## config.mk

```make
export PLATFORM = sky130hd
export DESIGN_NAME = tcw_ctrl
export DESIGN_NICKNAME = d
export VERILOG_FILES = /design/src/hw/rtl/tcw_pkg.sv /design/src/hw/rtl/tcw_ctrl.sv
export SDC_FILE = /design/constraint.sdc
export NUM_CORES = 1
export LEC_CHECK = 0
export ABC_AREA = 1
export BUFFER_PORTS_ARGS = -buffer_cell sky130_fd_sc_hd__buf_2
export CAP_MARGIN = 30
export CORE_UTILIZATION = 40
export DETAILED_ROUTE_END_ITERATION = 16
export HOLD_SLACK_MARGIN = 0.08
export PLACE_DENSITY = 0.67
export SYNTH_ARGS = -nofsm -noshare
export SYNTH_HDL_FRONTEND = slang
export SYNTH_SLANG_ARGS = --single-unit
```

## constraint.sdc

```tcl
create_clock -name clk -period 2.5 [get_ports clk]
set_clock_uncertainty 0.05 [all_clocks]
set_input_delay 0.125 -clock clk [delete_from_list [all_inputs] [get_ports clk]]
set_output_delay 0.125 -clock clk [all_outputs]
set_load 0.01 [all_outputs]
```

## src/hw/rtl/tcw_pkg.sv

```systemverilog
// tcw_pkg: shared constants, command codes and state type for the text console writer
// used by tcw_cell_mem, tcw_ctrl, text_console_writer and tcw_checker
package tcw_pkg;

    localparam int DEFAULT_COLUMNS = 80;
    localparam int DEFAULT_ROWS    = 25;

    localparam int CMD_W   = 2;
    localparam int BYTE_W  = 8;
    localparam int CELL_W  = 16;
    localparam int INDEX_W = 11;
    localparam int POS_W   = 11;

    localparam logic [CMD_W-1:0] CMD_PUT   = 2'd0;
    localparam logic [CMD_W-1:0] CMD_CLEAR = 2'd1;
    localparam logic [CMD_W-1:0] CMD_READ  = 2'd2;

    localparam logic [BYTE_W-1:0] NEWLINE_BYTE = 8'h0A;
    localparam logic [CELL_W-1:0] BLANK_CELL   = 16'h0F20;

    typedef enum logic [2:0] {
        ST_INIT,
        ST_IDLE,
        ST_READ,
        ST_SCROLL,
        ST_FILL,
        ST_RESULT
    } tcw_state_t;

endpackage

```

## src/hw/rtl/tcw_ctrl.sv

```systemverilog
// tcw_ctrl: command sequencer, cursor registers and read-modify-write of the cell store
// depends on tcw_pkg; drives the ports of tcw_cell_mem
module tcw_ctrl #(
    parameter int COLUMNS = tcw_pkg::DEFAULT_COLUMNS,
    parameter int ROWS    = tcw_pkg::DEFAULT_ROWS,
    localparam int CELLS  = COLUMNS * ROWS,
    localparam int AW     = $clog2(CELLS)
) (
    input  logic                        clk,
    input  logic                        rst_n,
    input  logic                        in_valid,
    output logic                        in_stall,
    input  logic [tcw_pkg::CMD_W-1:0]   command,
    input  logic [tcw_pkg::BYTE_W-1:0]  char_code,
    input  logic [tcw_pkg::BYTE_W-1:0]  color,
    input  logic [tcw_pkg::INDEX_W-1:0] cell_index,
    input  logic                        out_busy,
    output logic                        res_load,
    output logic [tcw_pkg::POS_W-1:0]   res_pos,
    output logic [tcw_pkg::CELL_W-1:0]  res_data,
    output logic                        mem_wr_en,
    output logic [AW-1:0]               mem_wr_addr,
    output logic [tcw_pkg::CELL_W-1:0]  mem_wr_data,
    output logic                        mem_rd_en,
    output logic [AW-1:0]               mem_rd_addr,
    input  logic [tcw_pkg::CELL_W-1:0]  mem_rd_data
);

    localparam int CW   = $clog2(COLUMNS);
    localparam int RW   = $clog2(ROWS);
    localparam int MOVE = (ROWS - 1) * COLUMNS;
    localparam int WIDE = (AW > tcw_pkg::INDEX_W) ? AW : tcw_pkg::INDEX_W;

    tcw_pkg::tcw_state_t state_reg, state_next;
    logic [AW-1:0]              cnt_reg, cnt_next;
    logic [CW-1:0]              col_reg, col_next;
    logic [RW-1:0]              row_reg, row_next;
    logic [tcw_pkg::CELL_W-1:0] data_reg, data_next;

    logic [AW-1:0]   cur_lin;
    logic [WIDE-1:0] lin_wide;
    logic [WIDE-1:0] index_wide;
    logic            index_ok;
    logic            col_last;
    logic            row_last;

    assign cur_lin    = AW'(row_reg) * AW'(COLUMNS) + AW'(col_reg);
    assign lin_wide   = WIDE'(cur_lin);
    assign index_wide = WIDE'(cell_index);
    assign index_ok   = {1'b0, index_wide} < (WIDE + 1)'(CELLS);
    assign col_last   = col_reg == CW'(COLUMNS - 1);
    assign row_last   = row_reg == RW'(ROWS - 1);
    assign res_pos    = lin_wide[tcw_pkg::POS_W-1:0];
    assign res_data   = data_reg;

    always_ff @(posedge clk or negedge rst_n)
    begin
        if (!rst_n)
        begin
            state_reg <= tcw_pkg::ST_INIT;
            cnt_reg   <= '0;
            col_reg   <= '0;
            row_reg   <= '0;
        end
        else
        begin
            state_reg <= state_next;
            cnt_reg   <= cnt_next;
            col_reg   <= col_next;
            row_reg   <= row_next;
        end
    end

    always_ff @(posedge clk)
    begin
        data_reg <= data_next;
    end

    always_comb
    begin
        state_next  = state_reg;
        cnt_next    = cnt_reg;
        col_next    = col_reg;
        row_next    = row_reg;
        data_next   = data_reg;
        in_stall    = 1'b1;
        res_load    = 1'b0;
        mem_wr_en   = 1'b0;
        mem_wr_addr = cnt_reg;
        mem_wr_data = tcw_pkg::BLANK_CELL;
        mem_rd_en   = 1'b0;
        mem_rd_addr = cnt_reg;

        case (state_reg)
            tcw_pkg::ST_INIT:
            begin
                mem_wr_en = 1'b1;
                if (cnt_reg == AW'(CELLS - 1))
                begin
                    cnt_next   = '0;
                    state_next = tcw_pkg::ST_IDLE;
                end
                else
                begin
                    cnt_next = cnt_reg + AW'(1);
                end
            end

            tcw_pkg::ST_IDLE:
            begin
                in_stall = 1'b0;
                if (in_valid)
                begin
                    data_next  = '0;
                    state_next = tcw_pkg::ST_RESULT;
                    case (command)
                        tcw_pkg::CMD_PUT:
                        begin
                            if (char_code != tcw_pkg::NEWLINE_BYTE)
                            begin
                                mem_wr_en   = 1'b1;
                                mem_wr_addr = cur_lin;
                                mem_wr_data = {color, char_code};
                            end
                            if (char_code == tcw_pkg::NEWLINE_BYTE || col_last)
                            begin
                                col_next = '0;
                                if (row_last)
                                begin
                                    cnt_next   = '0;
                                    state_next = tcw_pkg::ST_SCROLL;
                                end
                                else
                                begin
                                    row_next = row_reg + RW'(1);
                                end
                            end
                            else
                            begin
                                col_next = col_reg + CW'(1);
                            end
                        end

                        tcw_pkg::CMD_CLEAR:
                        begin
                            col_next   = '0;
                            row_next   = '0;
                            cnt_next   = '0;
                            state_next = tcw_pkg::ST_FILL;
                        end

                        tcw_pkg::CMD_READ:
                        begin
                            if (index_ok)
                            begin
                                mem_rd_en   = 1'b1;
                                mem_rd_addr = index_wide[AW-1:0];
                                state_next  = tcw_pkg::ST_READ;
                            end
                        end

                        default:
                        begin
                            state_next = tcw_pkg::ST_RESULT;
                        end
                    endcase
                end
            end

            tcw_pkg::ST_READ:
            begin
                data_next  = mem_rd_data;
                state_next = tcw_pkg::ST_RESULT;
            end

            // row copy: read one row down, write back the cell read last cycle
            tcw_pkg::ST_SCROLL:
            begin
                if (cnt_reg != '0)
                begin
                    mem_wr_en   = 1'b1;
                    mem_wr_addr = cnt_reg - AW'(1);
                    mem_wr_data = mem_rd_data;
                end
                if (cnt_reg == AW'(MOVE))
                begin
                    state_next = tcw_pkg::ST_FILL;
                end
                else
                begin
                    mem_rd_en   = 1'b1;
                    mem_rd_addr = cnt_reg + AW'(COLUMNS);
                    cnt_next    = cnt_reg + AW'(1);
                end
            end

            tcw_pkg::ST_FILL:
            begin
                mem_wr_en = 1'b1;
                if (cnt_reg == AW'(CELLS - 1))
                begin
                    cnt_next   = '0;
                    state_next = tcw_pkg::ST_RESULT;
                end
                else
                begin
                    cnt_next = cnt_reg + AW'(1);
                end
            end

            tcw_pkg::ST_RESULT:
            begin
                if (!out_busy)
                begin
                    res_load   = 1'b1;
                    state_next = tcw_pkg::ST_IDLE;
                end
            end

            default:
            begin
                state_next = tcw_pkg::ST_IDLE;
            end
        endcase
    end

endmodule

```

==> reports/qor.csv, run 1 <==
stage,metric,value,unit
status,status,"complete, but fails checks",
status,violations,negative setup slack,
yosys,async_flop_share,61.9,%
sta,grt_setup_unrepaired,yes,
power_and_ir_drop,power.leakage,2.80,nW
floorplan,core-area,9820,µm²
floorplan,rows,36,
floorplan,fp.dieH,103,µm
yosys,syn-num-nets,689,
yosys,yosysWarningCount,0,
critical_path,reg2reg_depth,11,
critical_path,crit_arrival,2.42,ns
sta,holdWs,0.0845,ns
critical_path,crit_path_start,row_reg[1]$_DFFE_PN0P_,
placement,port_buffers,117,
yosys,syn_area_per_cell,6.54,µm²
sta,fin_crit_sh,104,%
yosys,netlist_instances,621,
yosys,yosysTopAreaCellShare,16.0,%
global_routing,grt_pass1_wl,20500,µm
finish,area_growth_syn_to_layout,28.0,%
cts,cts.sinks,42,
floorplan,die-area,10600,µm²
sta,fmax,385,MHz
critical_path,start_kind,flip-flop,
sta,fin_ws,-0.0969,ns
drt,drt-vias-per-instance,5.31,
finish,fill_cells,978,
drt,firstDrtPassIters,6,
floorplan,start_util,41.3,%
min_path,min_from,mem_rd_data[3],
yosys,syn-cell-area,4060,µm²
sta,tightest_slew,0.644,ns
drt,wl_per_cell,15.6,µm
finish,largest_reg_flops,16,
drt,initialDrtViolationCount,294,
cts,clock-root-buffer,clkbuf_8,
yosys,post_synth_num_cell_types,39,
critical_path,rr_startpoint,state_reg[2]$_DFFE_PN0P_,
power_and_ir_drop,ir_drop,408,µV
drt,routed_wl,13800,µm
critical_path,cp-end-kind,primary output,
min_path,holdPathStages,3,
global_routing,grt_usage,25.7,%
finish,antenna_cells,0,
sta,final-max-slew-violation-count,0,
drt,drc_errors,0,
cts,cts_tree,yes,
sta,fin_crit,2.60,ns
global_routing,grt_pass1_vias,4212,
power_and_ir_drop,p_per_area,845,nW/µm²
cts,cts_buffers,5,
yosys,ys_seq_elements,42,
floorplan,pin_count,118,
cts,htree_levels,2,
placement,routabilityCongestion,0.903,
yosys,synth-main-ff-cell,dfrtp_1,
sta,setup_tns,-0.244,ns
global_routing,grt_max_degree,27,
job,cap_viol_max_count,0,
yosys,synth_area_leaders,"dfrtp_1 (16%), nand2_1 (16%), edfxtp_1 (12%)",
floorplan,fp.dieW,103,µm
drt,vias,4717,
sta,setup_violations,4,
placement,dp_cells,863,
placement,hpwl,10500,µm
cts,insertion_delay,0.31,ns
finish,instances_no_fill,888,
cts,clk_pin_slew_worst_paths,0.09,ns
critical_path,crit_required,2.33,ns
drt,antenna_left,0,
yosys,synth_top_area_cell,dfrtp_1,
finish,drive_gt1_share,28.1,%
finish,final_util,52.9,%
global_routing,grt_overflow_total,0,
critical_path,path_class,reg -> out,
yosys,synth-edff-count,16,
sta,hold_viol,0,
cts,clk_path_buf_depth,2,
yosys,synth.yosys.seq_area_share,27.9,%
critical_path,crit_fanout,3,
min_path,hp-class,in -> reg,
global_routing,antenna_found_initial,0,
finish,final_nets,822,
power_and_ir_drop,power.total,4.39,mW
sta,relSlewSlack,57.1,%
## Yosys cell counts, drive strengths merged, types with 3 or more instances
library cell / count
nand4: 17
inv: 94
o211ai: 6
dfrtp: 26
nor3: 5
o22ai: 11
o21bai: 3
nor2: 76
o21ai: 28
nand2: 175
edfxtp: 16
nand3: 72
a21oi: 23
buf: 21
xor2: 8
ha: 17
nand3b: 4
clkbuf: 3
a22oi: 3
xnor2: 6
## routing by layer
layer  vias up  global-route usage [%]  share of wire, %
met5         -                       0                 0
li1       2276                       -                 -
met1      2164                    32.3                43
met2       248                    43.9                45
met3        29                    5.29               8.8
met4         0                    8.67               2.9
## repair_timing
| item | CTS | global route |
|---|---|---|
| gates cloned | 0 | 0 |
| pin swaps | 8 | 13 |
| gates resized for setup | 10 | 26 |
| hold endpoints to repair | 34 | 0 |
| hold buffers | 9 | 0 |
| setup endpoints to repair | 4 | 8 |
| buffers inserted | 4 | 4 |
## stage by stage
step | setup slack (ns) | instance area, µm²
after global placement | 0.178 | 4770
after detailed placement | 0.131 | 4770
after CTS | -0.0764 | 5060
after global routing | -0.135 | 5200
final | -0.0969 | 5200
after floorplan | 0.449 | 4060
## report_power, final
group / total, mW / switching [mW] / internal (mW) / leakage, nW
combinational: 2.60 / 1.65 / 0.948 / 2.24
clock: 0.674 / 0.273 / 0.401 / 0.0683
sequential: 1.12 / 0.210 / 0.910 / 0.495
total: 4.39 / 2.13 / 2.26 / 2.80
## path summary, 6_finish.rpt
check,to,slack [ns]
worst min-delay path,res_data[3]$_SDFFCE_PN0P_,0.08
worst min register to register,row_reg[4]$_DFFE_PN0P_,0.55
max in group asynchronous,cnt_reg[7]$_DFFE_PN0P_,1.63
min in group asynchronous,col_reg[1]$_DFFE_PN0P_,0.31
worst max-delay path,mem_wr_addr[10],-0.1
worst max register to register,row_reg[3]$_DFFE_PN0P_,0.38
## critical path: stages (launching register included)
cell      delay (ns)
dfrtp_1         0.43
ha_4            0.30
ha_4            0.13
inv_2           0.04
fa_2            0.55
inv_2           0.06
nand3_2         0.08
inv_2           0.04
nand2_2         0.06
nand3_2         0.08
nand3b_1        0.17
buf_2           0.16
## layout make-up
cell class,count,area (µm²),area share (%)
Clock buffer,5,68.8,1.32
Clock inverter,3,68.8,1.32
Timing Repair Buffer,150,866,16.7
Tap cell,133,166,3.20
Sequential cell,42,1140,21.9
Inverter,94,355,6.84
Multi-Input combinational cell,461,2530,48.8
## kinds of logic (layout without fill, tap and decap cells)
| kind of cell | Yosys count | after routing | share of synthesized area, % |
|---|---|---|---|
| XOR/XNOR | 14 | 14 | 3.02 |
| multiplexers | 1 | 1 | 0.247 |
| buffers and inverters | 118 | 252 | 12.7 |
| AO/OA/AOI/OAI | 76 | 76 | 11.1 |
| adder cells (fa/ha/maj) | 19 | 19 | 6.22 |
| AND/OR/NAND/NOR | 351 | 351 | 38.9 |
| flip-flops | 42 | 42 | 27.9 |
## placed cells by master (no fill, tap or decap), types with 2 or more instances in the layout
| cell | netlist | routed |
|---|---|---|
| a21oi_1 | 22 | 21 |
| a21oi_4 | 1 | 2 |
| a22oi_1 | 2 | 2 |
| buf_2 | 7 | 116 |
| buf_4 | 9 | 23 |
| buf_6 | 4 | 2 |
| bufinv_16 | 0 | 2 |
| clkbuf_8 | 0 | 5 |
| dfrtp_1 | 26 | 21 |
| dfrtp_2 | 0 | 5 |
| dlygate4sd3_1 | 0 | 9 |
| edfxtp_1 | 16 | 16 |
| fa_2 | 0 | 2 |
| ha_1 | 17 | 11 |
| ha_2 | 0 | 2 |
| ha_4 | 0 | 4 |
| inv_1 | 86 | 80 |
| inv_2 | 8 | 13 |
| nand2_1 | 168 | 163 |
| nand2_2 | 6 | 11 |
| nand3_1 | 69 | 66 |
| nand3_2 | 3 | 6 |
| nand3b_1 | 4 | 4 |
| nand4_1 | 16 | 16 |
| nor2_1 | 66 | 66 |
| nor2_2 | 5 | 5 |
| nor2_4 | 4 | 4 |
| nor3_1 | 5 | 5 |
| o211ai_1 | 6 | 6 |
| o21ai_0 | 27 | 27 |
| o21bai_1 | 3 | 2 |
| o22ai_1 | 11 | 11 |
| xnor2_1 | 6 | 5 |
| xor2_1 | 8 | 8 |
Note: power is estimated with default switching activity, not from simulation.
==> inputs of run 2 (changes only) <==
MAX_ROUTING_LAYER = met4   (was unset)
==> reports/qor.csv, run 2 (same netlist as run 1, synthesis figures left out) <==
stage,metric,value,unit,change
sta,setup_violations,3,,-1
critical_path,cpPeakStageDelay,0.54,ns,about the same
finish,seq_area,1140,µm²,-0.11%
sta,fin_crit_sh,102,%,-1.9 points
finish,most-common-layout-cells,"nand2_1 (166), buf_2 (117), inv_1 (83)",,
cts,cts.sinks,42,,unchanged
floorplan,pin_count,118,,unchanged
global_routing,grt_overflow_total,0,,unchanged
global_routing,grt_usage,26.1,%,+0.41 points
cts,cts_buffers,5,,unchanged
floorplan,rows,36,,unchanged
critical_path,path_cells,ha_1 > ha_2 > inv_2 > fa_2 > buf_4 > nand2_1 > nand2_1 > inv_1 > nand2_1 > nand4_1 > buf_2,,
critical_path,cp_slowest_cell,fa_2,,
finish,antenna_cells,0,,unchanged
floorplan,die-area,10600,µm²,unchanged
finish,largest_reg_flops,16,,unchanged
critical_path,cpMostUsedCell,nand2_1,,
sta,setup_tns,-0.115,ns,+0.129 ns
power_and_ir_drop,ir_drop,482,µV,+18%
cts,insertion_delay,0.30,ns,about the same
placement,port_buffers,117,,unchanged
placement,routabilityCongestion,0.933,,+3.3%
power_and_ir_drop,p_switching,2.07,mW,-2.8%
drt,wl_per_cell,15.4,µm,-1.3%
power_and_ir_drop,power.share.clock,15.5,%,+0.2 points
sta,fin_ws,-0.0486,ns,+0.0484 ns
drt,vias,4687,,-0.64%
sta,final-max-slew-violation-count,0,,unchanged
critical_path,start_kind,flip-flop,,
floorplan,core-area,9820,µm²,unchanged
sta,hold_viol,0,,unchanged
drt,drc_errors,0,,unchanged
cts,htree_levels,2,,unchanged
global_routing,antenna_found_initial,0,,unchanged
finish,mostFrequentLayoutCell,nand2_1,,
power_and_ir_drop,power.total,4.26,mW,-2.9%
power_and_ir_drop,switching_share,48.6,%,about the same
critical_path,crit_required,2.33,ns,about the same
floorplan,fp.dieW,103,µm,unchanged
status,status,"complete, but fails checks",,
power_and_ir_drop,pwr-share-seq,25.9,%,+0.4 points
finish,multiInputGateArea,2470,µm²,-2.7%
cts,clk_path_buf_depth,2,,unchanged
drt,initialDrtViolationCount,332,,+13%
critical_path,path_delay_family,adder cells,,
drt,antenna_left,0,,unchanged
cts,clock-root-buffer,clkbuf_8,,
critical_path,r2r_slack,0.44,ns,+0.06 ns
finish,area_growth_syn_to_layout,24.0,%,
power_and_ir_drop,power.leakage,2.77,nW,-1.0%
finish,drive_gt1_share,26.3,%,-1.8 points
drt,firstDrtPassIters,5,,-1
cts,clk_pin_slew_worst_paths,0.09,ns,about the same
drt,drt-vias-per-instance,5.33,,+0.38%
critical_path,critPathBufInv,4,,unchanged
critical_path,crit_fanout,2,,-1
global_routing,grt_pass1_vias,4195,,-0.40%
job,cap_viol_max_count,0,,unchanged
critical_path,crit_arrival,2.37,ns,-0.05 ns
sta,tightest_slew,0.650,ns,+0.00571 ns
cts,cts_tree,yes,,
global_routing,grt_max_degree,27,,unchanged
sta,grt_setup_unrepaired,yes,,
global_routing,grt_pass1_wl,20400,µm,-0.64%
min_path,hp-class,in -> reg,,
sta,fmax,392,MHz,+1.9%
floorplan,start_util,41.3,%,unchanged
critical_path,cp-end-kind,primary output,,
power_and_ir_drop,pwr-share-comb,58.6,%,-0.6 points
sta,relSlewSlack,56.7,%,-0.38 points
power_and_ir_drop,p_per_area,847,nW/µm²,+0.18%
placement,hpwl,10500,µm,-0.21%
status,violations,negative setup slack,,
sta,fin_crit,2.55,ns,-0.0484 ns
finish,fill_cells,1004,,+2.7%
finish,final_nets,813,,-1.1%
drt,routed_wl,13500,µm,-2.3%
critical_path,path_class,reg -> out,,
power_and_ir_drop,p_int,2.19,mW,-3.0%
floorplan,fp.dieH,103,µm,unchanged
run 2: cell count changes in the layout (fill, tap and decap cells not counted), sizes merged:
cell | previous run | this run
dlygate4sd3 | 9 | 4
buf | 141 | 137
run 2: final timing paths:
path	start	end	cells past startpoint
max	row_reg[3]$_DFFE_PN0P_	mem_wr_addr[8]	11
min	mem_rd_data[12]	res_data[12]$_SDFFCE_PN0P_	3
max reg2reg	state_reg[2]$_DFFE_PN0P_	row_reg[3]$_DFFE_PN0P_	11
min reg2reg	row_reg[4]$_DFFE_PN0P_	row_reg[4]$_DFFE_PN0P_	2
max in group asynchronous	rst_n	row_reg[2]$_DFFE_PN0P_	2
min in group asynchronous	rst_n	col_reg[0]$_DFFE_PN0P_	2
run 2: what timing repair did:
item,in CTS,in global routing
pin swaps,9,6
cloned,0,0
hold buffers,4,0
buffers inserted,2,3
endpoints found under the hold margin,29,0
endpoints found under the setup margin,4,19
resized for setup,9,11
run 2: stage by stage:
step | worst slack [ns] | instances | hold WS, ns | utilization, % | instance area (µm²)
6_report | -0.0486 | 879 | 0.0847 | 51.3 | 5030
5_1_grt | -0.157 | 879 | 0.0935 | 51.3 | 5030
4_1_cts | -0.0759 | 876 | 0.0804 | 50.7 | 4980
3_5_place_dp | 0.144 | 862 | 0.139 | 48.5 | 4760
3_3_place_gp | 0.176 | 862 | 0.130 | 48.5 | 4760
2_1_floorplan | 0.449 | 621 | -0.221 | - | 4060
run 2: cell type report:
cell class | instances | area share, %
timing repair buffer | 141 | 15.4
inverter | 94 | 7.01
tap | 133 | 3.31
multi-input combinational | 461 | 49.0
clock inverter | 3 | 1.37
clock buffer | 5 | 1.37
sequential | 42 | 22.6
run 2: power groups by stage:
| stage | logic (mW) | clock network, mW | registers [mW] |
|---|---|---|---|
| finish | 2.50 | 0.661 | 1.11 |
| global placement | 2.35 | 0 | 1.11 |
| detailed placement | 2.37 | 0 | 1.12 |
| CTS | 2.40 | 0.678 | 1.11 |
| global route | 2.75 | 0.707 | 1.13 |
| floorplan | 1.64 | 0 | 1.08 |
run 2: worst register-to-register path: stages, from the launching register on:
cell and delay [ns]:
dfrtp_1 0.39, inv_2 0.08, nand2_2 0.22, nor2_8 0.16
buf_4 0.24, nand2_2 0.11, nor2_4 0.16, o21ai_2 0.11
inv_2 0.13, nand2_1 0.15, nand2_1 0.09, nand2_1 0.06
run 2: per-layer routing:
metal / track usage, % / vias to the layer above / routed length [µm]
met2: 43.4 / 268 / 6120
li1: - / 2261 / -
met5: - / - / 0
met1: 31.8 / 2124 / 5710
met3: 4.61 / 34 / 1270
met4: 9.10 / 0 / 403
==> inputs of run 3 (changes only) <==
REMOVE_ABC_BUFFERS = 1   (was unset)
==> reports/qor.csv, run 3 (same netlist as run 1, synthesis figures left out) <==
stage,metric,value,unit,change
status,status,finished clean,,
critical_path,crit_fanout,3,,+1
floorplan,die-area,10600,µm²,unchanged
global_routing,busiest_layer,met2,,
drt,drt-vias-per-instance,5.33,,about the same
cts,cts.sinks,42,,unchanged
placement,dp_cells,859,,-0.35%
finish,instances_no_fill,878,,-0.11%
critical_path,r2r_slack,0.39,ns,-0.05 ns
finish,final_util,51.6,%,+0.28 points
min_path,hp-class,in -> reg,,
sta,final-max-slew-violation-count,0,,unchanged
drt,drc_errors,0,,unchanged
cts,clk_pin_slew_worst_paths,0.10,ns,about the same
floorplan,start_util,41.3,%,unchanged
placement,port_buffers,117,,unchanged
global_routing,grt_overflow_total,0,,unchanged
critical_path,cp.depth,9,,-2
sta,relSlewSlack,55.6,%,-1.0 points
critical_path,path_class,reg -> out,,
sta,grt_setup_unrepaired,yes,,
drt,routed_wl,13500,µm,+0.27%
power_and_ir_drop,ir_drop,522,µV,+8.4%
power_and_ir_drop,p_per_area,813,nW/µm²,-4.0%
global_routing,grt_usage,26.5,%,+0.35 points
global_routing,grtUsageMet3,5.36,%,+0.75 points
floorplan,core-area,9820,µm²,unchanged
drt,firstDrtPassIters,5,,unchanged
placement,dp_slack,0.170,ns,+0.0268 ns
placement,routabilityCongestion,0.938,,+0.56%
power_and_ir_drop,power.total,4.12,mW,-3.4%
critical_path,cp-end-kind,primary output,,
finish,multiInputGateArea,2540,µm²,+2.8%
global_routing,grt_pass1_vias,4237,,+1.0%
sta,setup_violations,0,,-3
global_routing,grt_max_degree,27,,unchanged
critical_path,cpPeakStageDelay,0.43,ns,-0.11 ns
finish,most-common-layout-cells,"nand2_1 (166), buf_2 (116), inv_1 (81)",,
drt,initialDrtViolationCount,323,,-2.7%
critical_path,path_delay_family,adder cells,,
min_path,holdPathStages,3,,unchanged
sta,fin_ws,0.00952,ns,+0.0581 ns
sta,fin_crit_sh,99.6,%,-2.3 points
placement,hpwl,10200,µm,-2.8%
cts,clk_path_buf_depth,2,,unchanged
floorplan,pin_count,118,,unchanged
floorplan,fp.dieW,103,µm,unchanged
sta,fin_crit,2.49,ns,-0.0581 ns
finish,area_growth_syn_to_layout,24.7,%,
cts,htree_levels,2,,unchanged
drt,antenna_left,0,,unchanged
cts,cts_tree,yes,,
global_routing,grt_pass1_wl,20600,µm,+1.1%
power_and_ir_drop,power.leakage,2.74,nW,-1.3%
drt,vias,4684,,-0.064%
cts,insertion_delay,0.32,ns,+0.02 ns
sta,tightest_slew,0.666,ns,+0.0156 ns
finish,seq_area,1130,µm²,-0.11%
cts,cts_buffers,5,,unchanged
finish,drive_gt1_share,26.8,%,+0.57 points
critical_path,crit_arrival,2.32,ns,-0.05 ns
global_routing,grt.met2_usage,43.4,%,unchanged
finish,fill_cells,1006,,+0.20%
critical_path,reg2reg_depth,10,,-1
drt,wl_per_cell,15.4,µm,+0.39%
floorplan,fp.dieH,103,µm,unchanged
critical_path,critPathBufInv,2,,-2
critical_path,start_kind,flip-flop,,
finish,mostFrequentLayoutCell,nand2_1,,
sta,holdWs,0.0731,ns,-0.0117 ns
global_routing,met1_usage,33.1,%,+1.2 points
sta,hold_viol,0,,unchanged
critical_path,cp_slowest_cell,dfrtp_1,,
critical_path,path_cells,ha_4 > ha_4 > inv_2 > fa_2 > xnor2_4 > nand4_1 > nand3_2 > nand4_1 > buf_2,,
global_routing,antenna_found_initial,0,,unchanged
floorplan,rows,36,,unchanged
critical_path,crit_required,2.33,ns,about the same
finish,antenna_cells,0,,unchanged
finish,final_nets,812,,-0.12%
sta,fmax,402,MHz,+2.3%
cts,clock-root-buffer,clkbuf_8,,
job,cap_viol_max_count,0,,unchanged
finish,largest_reg_flops,16,,unchanged
==> run 3: cell types whose count changed in the layout (fill, tap and decap cells not counted), sizes merged <==
cell | before | now
bufinv | 2 | 0
inv | 94 | 95
buf | 137 | 136
clkinvlp | 0 | 1
==> run 3: area by class of cell <==
| class | instances | share of cell area [%] |
|---|---|---|
| Clock buffer | 5 | 1.36 |
| Clock inverter | 3 | 0.494 |
| Inverter | 94 | 6.97 |
| Multi-Input combinational cell | 461 | 50.1 |
| Sequential cell | 42 | 22.4 |
| Tap cell | 133 | 3.29 |
| Timing Repair Buffer | 140 | 15.4 |
==> run 3: timing repair <==
item | CTS | global route
endpoints found under the setup margin | 5 | 27
hold endpoints to repair | 29 | 0
hold buffers | 4 | 0
resized for setup | 14 | 17
buffers inserted | 6 | 1
pin swaps | 4 | 10
==> run 3: per-stage QoR <==
step	cell area (µm²)	TNS (ns)
finish	5060	0
global route	5060	-0.271
floorplan	3900	0
detailed placement	4740	0
CTS	4990	0
global placement	4740	0
==> run 3: per-layer routing <==
metal	vias to the layer above	wire length, µm
li1	2265	-
met1	2142	5800
met2	247	6200
met3	30	1240
met4	0	289
met5	-	0
==> run 3: final timing paths <==
kind                                              from                        end
worst max-delay path            row_reg[1]$_DFFE_PN0P_             mem_wr_addr[9]
worst min register to register  row_reg[0]$_DFFE_PN0P_     row_reg[0]$_DFFE_PN0P_
max in group asynchronous                        rst_n     row_reg[0]$_DFFE_PN0P_
worst max register to register  col_reg[0]$_DFFE_PN0P_     row_reg[3]$_DFFE_PN0P_
worst min-delay path                    mem_rd_data[7]  res_data[7]$_SDFFCE_PN0P_
min in group asynchronous                        rst_n   state_reg[1]$_DFFE_PN0P_
==> run 3: worst register-to-register path, stage by stage (launching register included) <==
cell and delay, ns:
dfrtp_1 0.45, ha_1 0.24, nand3_1 0.13, inv_1 0.07, nand2_1 0.17, nand2_1 0.13
o21ai_2 0.27, inv_2 0.14, nand2_1 0.19, nand2_1 0.12, nand2_1 0.09
==> run 3: power breakdown <==
group          internal (mW)  switching [mW]  total [mW]  leakage (nW)
registers              0.909           0.195        1.10         0.498
logic                  0.897            1.63        2.53          2.20
clock network          0.202           0.283       0.486        0.0447
total                   2.01            2.11        4.12          2.74
